===== config.mk =====
export PLATFORM = sky130hd
export DESIGN_NAME = pbp_front
export DESIGN_NICKNAME = d
export VERILOG_FILES = /design/src/hdl/pbp_pkg.sv /design/src/hdl/pbp_front.sv
export SDC_FILE = /design/constraint.sdc
export NUM_CORES = 1
export LEC_CHECK = 0
export BUFFER_PORTS_ARGS = -buffer_cell sky130_fd_sc_hd__buf_2
export CAP_MARGIN = 20
export CORE_AREA = 2 2 215 217
export CTS_CLUSTER_DIAMETER = 50
export DETAILED_ROUTE_END_ITERATION = 10
export DIE_AREA = 0 0 217 219
export PLACE_DENSITY = 0.7
export RECOVER_POWER = 50
export SYNTH_ARGS = -nofsm -noshare
export SYNTH_HDL_FRONTEND = slang
export SYNTH_SLANG_ARGS = --single-unit

===== constraint.sdc =====
create_clock -name clock -period 13.23 [get_ports clock]
set_input_delay 1.9845 -clock clock [delete_from_list [all_inputs] [get_ports clock]]
set_output_delay 1.9845 -clock clock [all_outputs]
set_load 0.03 [all_outputs]

===== src/hdl/pbp_pkg.sv =====
// ----------------------------------------------------------------------------
// pbp_pkg
// shared widths, payload types and status codes of the breakpoint unit
// ----------------------------------------------------------------------------
package pbp_pkg;

   localparam int CW     = 32;             // coordinate width
   localparam int DW1    = CW + 1;         // coordinate difference
   localparam int PW     = 2 * CW;         // magnitude of a difference product
   localparam int QW     = 2 * CW + 1;     // sum of two squares
   localparam int BW     = 2 * CW + 2;     // signed product of differences
   localparam int DSW    = 4 * CW + 1;     // discriminant
   localparam int RW     = (DSW + 1) / 2;  // square root
   localparam int NUMW   = 2 * CW + 3;     // dividend
   localparam int DENW   = CW + 2;         // divisor
   localparam int QDEPTH = 2;              // queue depth, power of two
   localparam int QAW    = $clog2(QDEPTH);
   localparam int QCW    = $clog2(QDEPTH + 1);

   localparam logic signed [CW-1:0] SAT_MAX = {1'b0, {(CW-1){1'b1}}};
   localparam logic signed [CW-1:0] SAT_MIN = {1'b1, {(CW-1){1'b0}}};

   typedef enum logic [1:0] {
      ST_OK    = 2'd0,
      ST_CLAMP = 2'd1,
      ST_SAT   = 2'd2
   } pbp_status_type;

   typedef struct packed {
      logic signed [CW-1:0] left_x;
      logic signed [CW-1:0] left_y;
      logic signed [CW-1:0] right_x;
      logic signed [CW-1:0] right_y;
      logic signed [CW-1:0] sweep_y;
   } pbp_req_type;

   typedef struct packed {
      logic signed [CW-1:0] pos_x;
      logic signed [CW-1:0] pos_y;
      logic [1:0]           status;
   } pbp_rsp_type;

   typedef struct packed {
      logic                  quad;
      logic                  yfall;
      logic                  clamp;
      logic                  sat;
      logic signed [CW-1:0]  x;
      logic signed [CW-1:0]  ffx;
      logic signed [CW-1:0]  ffy;
      logic signed [CW-1:0]  sy;
      logic signed [CW:0]    a;
      logic signed [BW-1:0]  b;
   } pbp_side_type;

   typedef struct packed {
      pbp_side_type          side;
      logic signed [CW:0]    d1;
      logic signed [CW:0]    d2;
      logic signed [CW:0]    dx;
      logic signed [CW-1:0]  lx;
      logic signed [CW-1:0]  rx;
   } pbp_job_type;

endpackage


===== src/hdl/pbp_front.sv =====
// ----------------------------------------------------------------------------
// pbp_front
// accepts transactions, sorts them into the four breakpoint cases
// ----------------------------------------------------------------------------
module pbp_front import pbp_pkg::*; (
   input  logic        clock,
   input  logic        reset,
   input  logic        req_valid,
   output logic        req_stall,
   input  pbp_req_type req_data,
   output logic        job_valid,
   input  logic        job_ready,
   output pbp_job_type job
);

   logic        f_valid_ff;
   logic        f_valid_in;
   pbp_job_type job_ff;
   pbp_job_type job_in;
   logic        f_adv;
   logic signed [CW:0] sum;

   assign f_adv     = !f_valid_ff || job_ready;
   assign req_stall = !f_adv;
   assign job_valid = f_valid_ff;
   assign job       = job_ff;
   assign f_valid_in = req_valid;

   always_comb begin
      sum = DW1'(req_data.left_x) + DW1'(req_data.right_x);
      job_in = '0;
      job_in.d1 = DW1'(req_data.left_y) - DW1'(req_data.sweep_y);
      job_in.d2 = DW1'(req_data.right_y) - DW1'(req_data.sweep_y);
      job_in.dx = DW1'(req_data.left_x) - DW1'(req_data.right_x);
      job_in.lx = req_data.left_x;
      job_in.rx = req_data.right_x;
      job_in.side.sy  = req_data.sweep_y;
      job_in.side.a   = DW1'(req_data.right_y) - DW1'(req_data.left_y);
      job_in.side.ffx = req_data.left_x;
      job_in.side.ffy = req_data.left_y;
      if (req_data.left_y == req_data.right_y) begin
         job_in.side.x = sum[CW:1];
      end else if (req_data.right_y == req_data.sweep_y) begin
         job_in.side.x = req_data.right_x;
      end else if (req_data.left_y == req_data.sweep_y) begin
         job_in.side.x   = req_data.left_x;
         job_in.side.ffx = req_data.right_x;
         job_in.side.ffy = req_data.right_y;
      end else begin
         job_in.side.quad = 1'b1;
      end
      job_in.side.yfall = (job_in.side.ffy == req_data.sweep_y);
   end

   always_ff @(posedge clock) begin
      if (reset) begin
         f_valid_ff <= 1'b0;
      end else if (f_adv) begin
         f_valid_ff <= f_valid_in;
      end
   end

   always_ff @(posedge clock) begin
      if (f_adv) begin
         job_ff <= job_in;
      end
   end

`ifndef SYNTHESIS
   a_capture: assert property (@(posedge clock) disable iff (reset)
      req_valid && !req_stall |=> f_valid_ff)
      else $error("accepted transaction not captured");
`endif

endmodule


==> flow_summary.ini <==
[pwr]
total_power_mw = 3.402
power_per_cell_area_nw_per_um2 = 142.0
total_leakage_power_nw = 9.782
ir_worst_vdd_mv = 0.1044

[worst_setup_path]
worstPathCellList = buf_2, nand2b_1, clkbuf_1, inv_1, buf_2
critPathMaxStageDelay_ps = 3060
r2r-start = job_valid
worstPathArrival_ps = 5820
endpoint_kind = primary output
r2r_cells = 4
cp.required_ps = 11250
cpMostUsedCell = buf_2
rrSetupSlack_ps = 7580
critPathLaunch = job_ready
crit_type = input pin to primary output
cp_slowest_cell = clkbuf_1
worstSetupStartpointType = input pin
cp_max_fo = 83
r2r-end = job[305]
endpoint = req_stall

[floorplan]
fp-row-count = 78
initial_core_util = 0.4491
dieArea_sq_um = 47520
die_w_um = 217
io-pin-count = 560
design.core.area_sq_um = 45090
die_y_um = 219

[routing]
wl_per_cell_um = 22.14
vias = 16350
ant_nets = 0
first_iter_violations = 1201
drc = 0
first_pass_iters = 6
drt-vias-per-instance = 5.441
wirelength_mm = 66.52

[synthesis]
synth_cell_type_count = 87
synth_edf_count = 326
synth_ff_type = edfxtp_1
synth_warnings = 0
netlist_top_cells_area = edfxtp_1 (48%), ha_1 (9.9%), xnor2_1 (5.8%), a21oi_1 (3.6%), inv_1 (3.1%)
synth_top_area_share = 0.4835
syn_avg_cell_area_sq_um = 10.80
async_flop_share = 0
postSynthCellCount = 1874
synth_top_area_cell = edfxtp_1
seq_area_frac_synth = 0.4845
ys_ff_latch = 327
syn_area_sq_um = 20250

[clocking]
clkLatencyLatePin_ps = 570
postCtsHoldBufs = 0
cts_tree = yes
cts.htree.levels = 2
clkSinkCount = 327
cts_root_buf = clkbuf_16
cts_resized = 0
cts_made_buffers = 42
clk_path_buf_depth = 3
path_clk_slew_ps = 50
cts_setup_buffers = 0

[sta]
hold_viol_final = 0
relSlewSlack = -1.945
max_freq_mhz = 128.2
drv_slew = 84
fin_worst_skew_ps = 14.39
fin_crit_ps = 7801
worst_pin_slew_ps = 4417
finalSetupViolations = 0
rsz0062_at_grt = no
tns_ps = 0
finalCritPeriodShare = 0.5896

[grt]
track_usage = 0.2717
first_global_vias = 15950
grt_max_degree = 84
grt_antenna_before_repair = 11
grt_pass1_wl_mm = 96.59
grt-ovfl-total = 0

[final_layout]
final_common_cell = clkbuf_1
drive_gt1_frac = 0.09633
multiInputGateArea_sq_um = 9345
n_fill_cell = 4232
final_cells = 3004
regArea_sq_um = 9809
area_growth_syn_to_layout_pct = 18.35
fin_nets = 2696
fin_area_sq_um = 23960
final_cell_mix = clkbuf_1 (386), edfxtp_1 (326), inv_1 (165)

[placement]
place_hpwl_mm = 52.79
placed_area_sq_um = 23060
finalWeightedCongestion = 0.9660
place_inst = 2923
port_buffers = 491

[run]
cap_violations = 1

[run_status]
violations = max-capacitance violations, max-slew violations
status = finished with violations

[hold_path]
hold_class = input pin to register
[logic make-up (layout without fill, tap and decap cells)]
kind of cell / after synthesis / count (layout) / synth area share
AO/OA/AOI/OAI: 513 / 513 / 0.1671
XOR/XNOR: 166 / 166 / 0.07181
adder cells (fa/ha/maj): 165 / 165 / 0.1038
buffers and inverters: 283 / 740 / 0.06637
flip-flops: 327 / 327 / 0.4845
multiplexers: 22 / 22 / 0.01162
other: 1 / 74 / 0.0001852
AND/OR/NAND/NOR: 397 / 397 / 0.09461
[area by class of cell]
cell class	count	share of cell area
sequential	327	0.4094
inverter	165	0.02585
tap	600	0.03133
clock inverter	29	0.01305
multi-input combinational	1331	0.3900
antenna	6	0.0006266
clock buffer	46	0.04449
timing repair buffer	500	0.08532
[metrics by stage]
| step | hold slack (ps) | util | setup slack, ps |
|---|---|---|---|
| floorplan | 2057 | - | 4019 |
| global placement | 1124 | 0.5115 | 7268 |
| detailed placement | 1146 | 0.5115 | 7212 |
| CTS | 1154 | 0.5421 | 7786 |
| global route | 1555 | 0.5312 | 4927 |
| finish | 1585 | 0.5315 | 5429 |
[how the worst min path moves through the flow]
stage,start,end,slack [ps],depth (start not counted)
2_1_floorplan,reset,job_valid,2060,1
3_3_place_gp,job_valid,job[322],1120,2
3_5_place_dp,job_valid,job[290],1150,2
4_1_cts,job_valid,job[290],1150,2
5_1_grt,reset,job_valid,1560,2
6_report,reset,job_valid,1590,2
[critical path, delay by kind of cell]
family        cells  cell delay, ps
buf+inv           4            3750
simple gates      1              80
[power by group]
| group | total, mW | internal, mW | switching [mW] |
|---|---|---|---|
| registers | 1.34 | 1.29 | 0.0438 |
| clock network | 1.13 | 0.670 | 0.463 |
| logic | 0.931 | 0.255 | 0.677 |
[per-layer routing]
layer	up-vias	routed length [um]	track usage
li1	7709	-	-
met1	7815	26460	0.3337
met2	693	32900	0.4784
met3	116	4926	0.05669
met4	12	2170	0.08425
met5	-	62	0
[state kept, by name, indices dropped and copies added (netlist names)]
signal     flops
job          326
job_valid      1
[Yosys cell counts (all sizes together), types with 20 or more instances]
cell	count
nor3	23
buf	79
o21a	28
ha	160
xnor2	134
nand3	29
inv	165
nand2	119
nor2	109
clkbuf	39
o21bai	31
a21o	44
nand4	23
xor2	32
o21ai	124
edfxtp	326
a21oi	146
a221oi	20
Note: power is estimated with default switching activity, not from simulation.
