`src/hdl/pbp_pkg.sv`:
```
// ----------------------------------------------------------------------------
// pbp_pkg
// shared widths, payload types and status codes of the breakpoint unit
// ----------------------------------------------------------------------------
package pbp_pkg;

   localparam int CW     = 32;             // coordinate width
   localparam int DW1    = CW + 1;         // coordinate difference
   localparam int PW     = 2 * CW;         // magnitude of a difference product
   localparam int QW     = 2 * CW + 1;     // sum of two squares
   localparam int BW     = 2 * CW + 2;     // signed product of differences
   localparam int DSW    = 4 * CW + 1;     // discriminant
   localparam int RW     = (DSW + 1) / 2;  // square root
   localparam int NUMW   = 2 * CW + 3;     // dividend
   localparam int DENW   = CW + 2;         // divisor
   localparam int QDEPTH = 2;              // queue depth, power of two
   localparam int QAW    = $clog2(QDEPTH);
   localparam int QCW    = $clog2(QDEPTH + 1);

   localparam logic signed [CW-1:0] SAT_MAX = {1'b0, {(CW-1){1'b1}}};
   localparam logic signed [CW-1:0] SAT_MIN = {1'b1, {(CW-1){1'b0}}};

   typedef enum logic [1:0] {
      ST_OK    = 2'd0,
      ST_CLAMP = 2'd1,
      ST_SAT   = 2'd2
   } pbp_status_type;

   typedef struct packed {
      logic signed [CW-1:0] left_x;
      logic signed [CW-1:0] left_y;
      logic signed [CW-1:0] right_x;
      logic signed [CW-1:0] right_y;
      logic signed [CW-1:0] sweep_y;
   } pbp_req_type;

   typedef struct packed {
      logic signed [CW-1:0] pos_x;
      logic signed [CW-1:0] pos_y;
      logic [1:0]           status;
   } pbp_rsp_type;

   typedef struct packed {
      logic                  quad;
      logic                  yfall;
      logic                  clamp;
      logic                  sat;
      logic signed [CW-1:0]  x;
      logic signed [CW-1:0]  ffx;
      logic signed [CW-1:0]  ffy;
      logic signed [CW-1:0]  sy;
      logic signed [CW:0]    a;
      logic signed [BW-1:0]  b;
   } pbp_side_type;

   typedef struct packed {
      pbp_side_type          side;
      logic signed [CW:0]    d1;
      logic signed [CW:0]    d2;
      logic signed [CW:0]    dx;
      logic signed [CW-1:0]  lx;
      logic signed [CW-1:0]  rx;
   } pbp_job_type;

endpackage

```
`src/hdl/pbp_queue.sv`:
```
// ----------------------------------------------------------------------------
// pbp_queue
// short queue between the front and the datapath
// ----------------------------------------------------------------------------
module pbp_queue import pbp_pkg::*; (
   input  logic        clock,
   input  logic        reset,
   input  logic        push_valid,
   output logic        push_ready,
   input  pbp_job_type push_data,
   output logic        pop_valid,
   input  logic        pop_ready,
   output pbp_job_type pop_data
);

   pbp_job_type      mem_ff [QDEPTH];
   logic [QAW-1:0]   wr_ptr_ff, wr_ptr_in;
   logic [QAW-1:0]   rd_ptr_ff, rd_ptr_in;
   logic [QCW-1:0]   cnt_ff, cnt_in;
   logic             push, pop;

   assign push_ready = cnt_ff != QCW'(QDEPTH);
   assign pop_valid  = cnt_ff != '0;
   assign pop_data   = mem_ff[rd_ptr_ff];
   assign push       = push_valid && push_ready;
   assign pop        = pop_valid && pop_ready;

   always_comb begin
      wr_ptr_in = push ? wr_ptr_ff + 1'b1 : wr_ptr_ff;
      rd_ptr_in = pop ? rd_ptr_ff + 1'b1 : rd_ptr_ff;
      cnt_in    = cnt_ff + QCW'(push) - QCW'(pop);
   end

   always_ff @(posedge clock) begin
      if (reset) begin
         wr_ptr_ff <= '0;
         rd_ptr_ff <= '0;
         cnt_ff    <= '0;
      end else begin
         wr_ptr_ff <= wr_ptr_in;
         rd_ptr_ff <= rd_ptr_in;
         cnt_ff    <= cnt_in;
      end
   end

   always_ff @(posedge clock) begin
      if (push) begin
         mem_ff[wr_ptr_ff] <= push_data;
      end
   end

`ifndef SYNTHESIS
   a_fill: assert property (@(posedge clock) disable iff (reset)
      cnt_ff <= QCW'(QDEPTH))
      else $error("queue fill beyond depth");
`endif

endmodule

```
`config.mk`:
```
export PLATFORM = sky130hd
export DESIGN_NAME = pbp_queue
export DESIGN_NICKNAME = d
export VERILOG_FILES = /design/src/hdl/pbp_pkg.sv /design/src/hdl/pbp_queue.sv
export SDC_FILE = /design/constraint.sdc
export NUM_CORES = 1
export LEC_CHECK = 0
export ABC_AREA = 0
export BUFFER_PORTS_ARGS = -buffer_cell sky130_fd_sc_hd__buf_2
export CAP_MARGIN = 20
export CORE_AREA = 2 2 313 315
export CTS_CLUSTER_DIAMETER = 50
export DETAILED_ROUTE_END_ITERATION = 10
export DIE_AREA = 0 0 315 317
export GPL_ROUTABILITY_DRIVEN = 0
export GPL_TIMING_DRIVEN = 0
export HOLD_SLACK_MARGIN = 0.15
export PLACE_DENSITY = 0.57
export RECOVER_POWER = 25
export SLEW_MARGIN = 20
export SYNTH_ARGS = -nofsm -noshare
export SYNTH_HDL_FRONTEND = slang
export SYNTH_SLANG_ARGS = --single-unit
```
`constraint.sdc`:
```
create_clock -name clock -period 11.1 [get_ports clock]
set_input_delay 0.555 -clock clock [delete_from_list [all_inputs] [get_ports clock]]
set_output_delay 0.555 -clock clock [all_outputs]
set_load 0.02 [all_outputs]
```
==> results of run 1 <==
[metrics by stage]
step | worst slack (ns) | std cells | cell area [µm²] | utilization | setup TNS (ns)
after floorplan | 0.566 | 1255 | 30200 | - | 0
after global placement | -4.30 | 3324 | 35800 | 0.372 | -2543.09
after detailed placement | 8.31 | 3337 | 36200 | 0.376 | 0
after CTS | 8.20 | 3898 | 43100 | 0.448 | 0
after global routing | 8.16 | 3901 | 42900 | 0.446 | 0
final | 8.34 | 3901 | 42900 | 0.446 | 0
[how the worst max path moves through the flow]
stage / startpoint / to / slack (ns)
global placement: push_valid / mem_ff[1][249] / -4.30
finish: flip-flop / pop_data[21] / 8.34
global route: cnt_ff[0] / mem_ff[0][377] / 8.16
floorplan: cnt_ff[0] / mem_ff[1][0] / 0.57
detailed placement: push_valid / mem_ff[0][244] / 8.31
CTS: flip-flop / pop_data[21] / 8.20
[tightest hold or removal path: cells and delay by family]
kind | cells | cell delay, ns
AOI/OAI and AO/OA | 2 | 0.19
buffers and inverters | 1 | 0.15
[layout by cell type (no fill, tap or decap), types with 10 or more instances in the layout]
cell / n
clkbuf_1: 189
mux2_2: 35
clkinv_1: 10
mux2_4: 360
buf_2: 620
clkbuf_16: 93
bufinv_16: 11
clkinv_2: 13
buf_8: 11
edfxtp_1: 788
buf_6: 28
buf_16: 10
dlygate4sd3_1: 395
[flip-flops by register name (all words and copies together) (netlist names), named ones only]
name       flops
mem_ff       788
cnt_ff         2
rd_ptr_ff      1
wr_ptr_ff      1
[power groups by stage]
stage | Clock (µW) | Combinational, µW | Sequential, µW
2_1_floorplan | 0 | 1580 | 3880
3_3_place_gp | 0 | 2270 | 3970
3_5_place_dp | 0 | 2330 | 3770
4_1_cts | 3060 | 2450 | 3710
5_1_grt | 3180 | 2540 | 3740
6_report | 2990 | 2410 | 3710
[layout make-up]
class,count,area (µm²)
diodes,3,7.51
plain buffers,44,536
clock buffers,116,2440
clock inverters,50,593
fillers,8461,53300
inverters,1,11.3
multi-input cells,417,5950
flip-flops and latches,793,23800
well taps,1276,1600
repair buffers,1201,8040
[metal layers]
layer	global-route usage	part of all wire	vias up
met2	0.262	0.53	623
met5	0	0.00037	-
li1	-	-	7642
met4	0.0495	0.030	4
met3	0.0527	0.087	118
met1	0.143	0.35	8202
[timing repair]
| item | CTS | global route |
|---|---|---|
| resized for setup | 0 | 0 |
| endpoints found under the hold margin | 792 | 0 |
| hold buffers | 395 | 0 |
[cell families after synthesis]
kind of cell    after synthesis
xor+xnor                      1
buf+inv                      45
flops                       793
compound gates                7
mux                         395
fa+ha+maj                     1
simple gates                 13
==> impl_results.md, run 1 <==
- Status: finished, final reports clean
- Worst reg2reg endpoint: mem_ff[0][279]
- CP dominant cell by count: buf_2
- Pwr Density: 212 nW/µm²
- I/O pin count: 794
- Worst Skew: 0.0236 ns
- Worst VDD drop: 0.160 mV
- Fmax: 363 MHz
- Final hold slack: 0.304 ns
- Residual DRC count: 0
- Vias: 16600
- Postcts setup bufs: 0
- Die width: 315 µm
- Max cap viols: 0
- Clk_lat worst skew: 0.65 ns
- Worst-path fanout max: 10
- Synth Area in Simple Gates: 0.00228
- Pwr Total: 9110 µW
- Largest delay share family, worst path: buffers and inverters
- Setup violators final: 0
- FF-to-FF setup slack: 8.40 ns
- Top post-synthesis cells by count: edfxtp_1 (788), mux2_4 (360), mux2_2 (35)
- Flop pwr share: 0.408
- Ratio of cells with drive above 1 in the final layout: 0.463
- Combinational power share: 0.264
- Hold EP: wr_ptr_ff
- Post-synthesis sequential area ratio: 0.786
- Largest family of logic cells by synthesized area: multiplexers
- Pre-antenna DRT Iters: 5
- Clock buffer depth: 3
- DR WL/cell: 18.8 µm
- Synth Area in Compound Gates: 0.00170
- Port bufs: 793
- GR Overflow Total: 0
- Hold depth: 3
- Pins Over Slew Limit: 0
- Worst reg-to-reg path cell count: 5
- Worst hold path type: in2reg
- Post-DP HPWL: 51500 µm
- Main synth FF type: edfxtp_1
- Largest net degree at the start of global routing: 99
- Routed vias/inst: 4.25
- Post-Synth Adder-Cell Area: 0.000414
- Final net count: 2947
- Root buffer cell: clkbuf_16
- H-tree depth: 3
- CP Capture Type: output pin
- Vias in the first global route: 18100
- Area growth syn-to-layout: 42.0%
- Clock slew at reported path FFs: 0.06 ns
- First-pass GRT wire length: 106000 µm
- DIE HEIGHT: 317 µm
- Netlist cell types: 23
- Die Footprint: 99900 µm²
- Rel. slew slack: 0.587
- Mapped Cells: 1255
- Net Sw Frac: 0.280
- #FFs+latches synth: 793
- Worst-margin pin slew: 0.619 ns
- RSZ-0062 raised after global routing: no
- P_leak: 0.0164 µW
- Synthesized area: 30200 µm²
- WP buf/inv: 3
- Hold path startpoint: push_valid
- WP depth: 4
- Minimum clock period after layout: 2.76 ns
- Wire length after detailed routing: 73500 µm
- Critical-path top delay cell: mux2_2
- Reg2Reg Launch Point: cnt_ff[0]
- Fraction of registers with async set/reset: 0
- Post-Synth XOR/XNOR Area: 0.000290
- Drt initial violations: 807
- Post-synth EDFFs: 788
- Mux cell area share after synthesis: 0.192
- Final Hold Viols: 0
- Post-route antenna net violation count: 0
- WP data arrival: 2.20 ns
- Overall global routing resource usage: 0.141
- CP cell instances: buf_6, buf_2, mux2_2, buf_2
- TritonCTS clock tree: done
- Top-area cell type share of the netlist area: 0.782
- Top-count cell post-synth: edfxtp_1
- Clock Sinks: 793
- Final period utilization: 0.248
- TritonCTS buffer count: 90
- YS warnings: 0
- Core ar.: 96300 µm²
- Row count: 114
- Syn avg cell area: 24.1 µm²
- P_int: 6550 µW
- Crit-path max cell delay: 0.43 ns
- Critical Path Source Type: flip-flop
- Starting Density: 0.314
- Critical path class: reg2out
- WP data required: 10.55 ns
- Initial antenna violation count: 5
- Synth Net Count: 1654
- Dominant cell type by area after synthesis: edfxtp_1
- Net Switching: 2550 µW
- Clk pwr share: 0.328
- Synth area leaders: edfxtp_1 (78%), mux2_4 (18%), mux2_2 (1.3%)
Power figures use the tool's default switching activity.
==> inputs of run 2 (changes only) <==
Clock period 11.1 ns to 2.3 ns, I/O delays scaled along.
==> run 2 against run 1 <==
- sequential power grew to 4.8 times the previous value
- utilization rose by 2.3 points
- non-clock buffer count rose by 203
- power grew to 4.8 times the previous value
- global-route usage is 0.60 points higher
==> impl_results.md, run 2 (synthesis gave the netlist of run 1 again) <==
- Post-route antenna net violation count: 0
- Final non-filler cell total: 4106
- Worst Skew: 0.0345 ns
- WP buf/inv: 4
- Port bufs: 793
- Rel. slew slack: 0.609
- Place WS: -0.481 ns
- Worst reg2reg endpoint: mem_ff[0][351]
- Largest delay share family, worst path: buffers and inverters
- Clk_lat worst skew: 0.65 ns
- Largest Register: mem_ff
- Clock buffer depth: 3
- Worst reg-to-reg path cell count: 8
- Setup violators final: 0
- I/O pin count: 794
- Residual DRC count: 0
- Pins Over Slew Limit: 0
- Vias in the first global route: 19200
- Worst hold path type: in2reg
- WP data arrival: 2.07 ns
- Die width: 315 µm
- Worst-path fanout max: 10
- Most common cell after layout, fill and taps aside: edfxtp_1
- Max reg flops: 788
- Hold depth: 2
- DIE HEIGHT: 317 µm
- Wire length after detailed routing: 77200 µm
- GR Overflow Total: 0
- Worst-margin pin slew: 0.587 ns
- First-pass GRT wire length: 112000 µm
- Reg2Reg Launch Point: cnt_ff[0]
- Placed cell count: 3346
- TritonCTS clock tree: done
- TritonCTS buffer count: 92
- Worst VDD drop: 0.776 mV
- DR WL/cell: 18.8 µm
- Die Footprint: 99900 µm²
- Largest net degree at the start of global routing: 59
- Critical path class: reg2out
- RSZ-0062 raised after global routing: yes
- Drt initial violations: 950
- CP dominant cell by count: buf_12
- Pwr Total: 44000 µW
- Clock Sinks: 793
- Fmax: 457 MHz
- Pre-antenna DRT Iters: 4
- H-tree depth: 3
- Final setup margin: 0.111 ns
- Commonest cells after routing, fill and taps aside: edfxtp_1 (788), buf_2 (629), dlygate4sd3_1 (581)
- CP Capture Type: output pin
- P_leak: 0.0173 µW
- Crit-path max cell delay: 0.34 ns
- Hold path startpoint: push_data[2]
- Minimum clock period after layout: 2.19 ns
- Post-DP HPWL: 51700 µm
- Routed vias/inst: 4.27
- Critical-path top delay cell: dfxtp_2
- Status: finished, final reports clean
- Row count: 114
- Hold EP: mem_ff[1][2]
- Top flop regs: mem_ff: 788 flops, cnt_ff: 2 flops
- CP cell instances: buf_12, buf_16, buf_12, mux2_4, buf_2
- Root buffer cell: clkbuf_16
- Final period utilization: 0.952
- Final hold slack: 0.205 ns
- Initial antenna violation count: 6
- Final core occ: 0.469
- Core ar.: 96300 µm²
- Ratio of cells with drive above 1 in the final layout: 0.438
- Final net count: 3155
- Starting Density: 0.314
- Vias: 17500
- Final Hold Viols: 0
- Clock slew at reported path FFs: 0.06 ns
- FF-to-FF setup slack: 0.15 ns
- Overall global routing resource usage: 0.147
- Critical Path Source Type: flip-flop
- Pwr Density: 974 nW/µm²
- Max cap viols: 0
- WP data required: 2.18 ns
- Area growth syn-to-layout: 49.2%
run 2: metrics by stage:
| stage | instance area [µm²] | TNS [ns] |
|---|---|---|
| floorplan | 30300 | -3207.41 |
| CTS | 45200 | 0 |
| global route | 45100 | -0.00377 |
| detailed placement | 36300 | -50.48 |
| finish | 45100 | 0 |
| global placement | 35800 | -5475.05 |
run 2: worst max path at each step:
stage,to,cells past startpoint,start
4_1_cts,pop_data[305],5,flip-flop
6_report,pop_data[313],5,flip-flop
2_1_floorplan,mem_ff[0][0],3,cnt_ff[0]
5_1_grt,pop_data[299],5,flip-flop
3_3_place_gp,mem_ff[0][302],3,cnt_ff[0]
3_5_place_dp,mem_ff[0][303],8,cnt_ff[0]
run 2: layer usage:
| metal | vias to the layer above | routed length, µm | track usage |
|---|---|---|---|
| met5 | - | 0 | 0 |
| li1 | 8063 | - | - |
| met4 | 0 | 2120 | 0.0498 |
| met1 | 8666 | 27100 | 0.149 |
| met2 | 661 | 40700 | 0.270 |
| met3 | 129 | 7250 | 0.0605 |
run 2: layout make-up:
type | count | area (µm²)
diodes | 6 | 15.0
plain buffers | 44 | 686
clock buffers | 118 | 2440
clock inverters | 44 | 394
fillers | 8169 | 51200
inverters | 1 | 7.51
multi-input cells | 419 | 5970
flip-flops and latches | 793 | 23800
well taps | 1276 | 1600
repair buffers | 1404 | 10200
repair inverters | 1 | 5.00
run 2: repair_timing:
action / CTS / global route
gates cloned: 3 / 3
setup endpoints to repair: 616 / 64
resized for setup: 35 / 8
setup buffers: 6 / 1
hold buffers: 581 / 0
hold endpoints to repair: 799 / 0
run 2: where the power goes:
part	internal, µW	switching, µW	total [µW]
clock network	8070	5560	13600
registers	17600	353	17900
logic	5850	6550	12400
total	31500	12500	44000
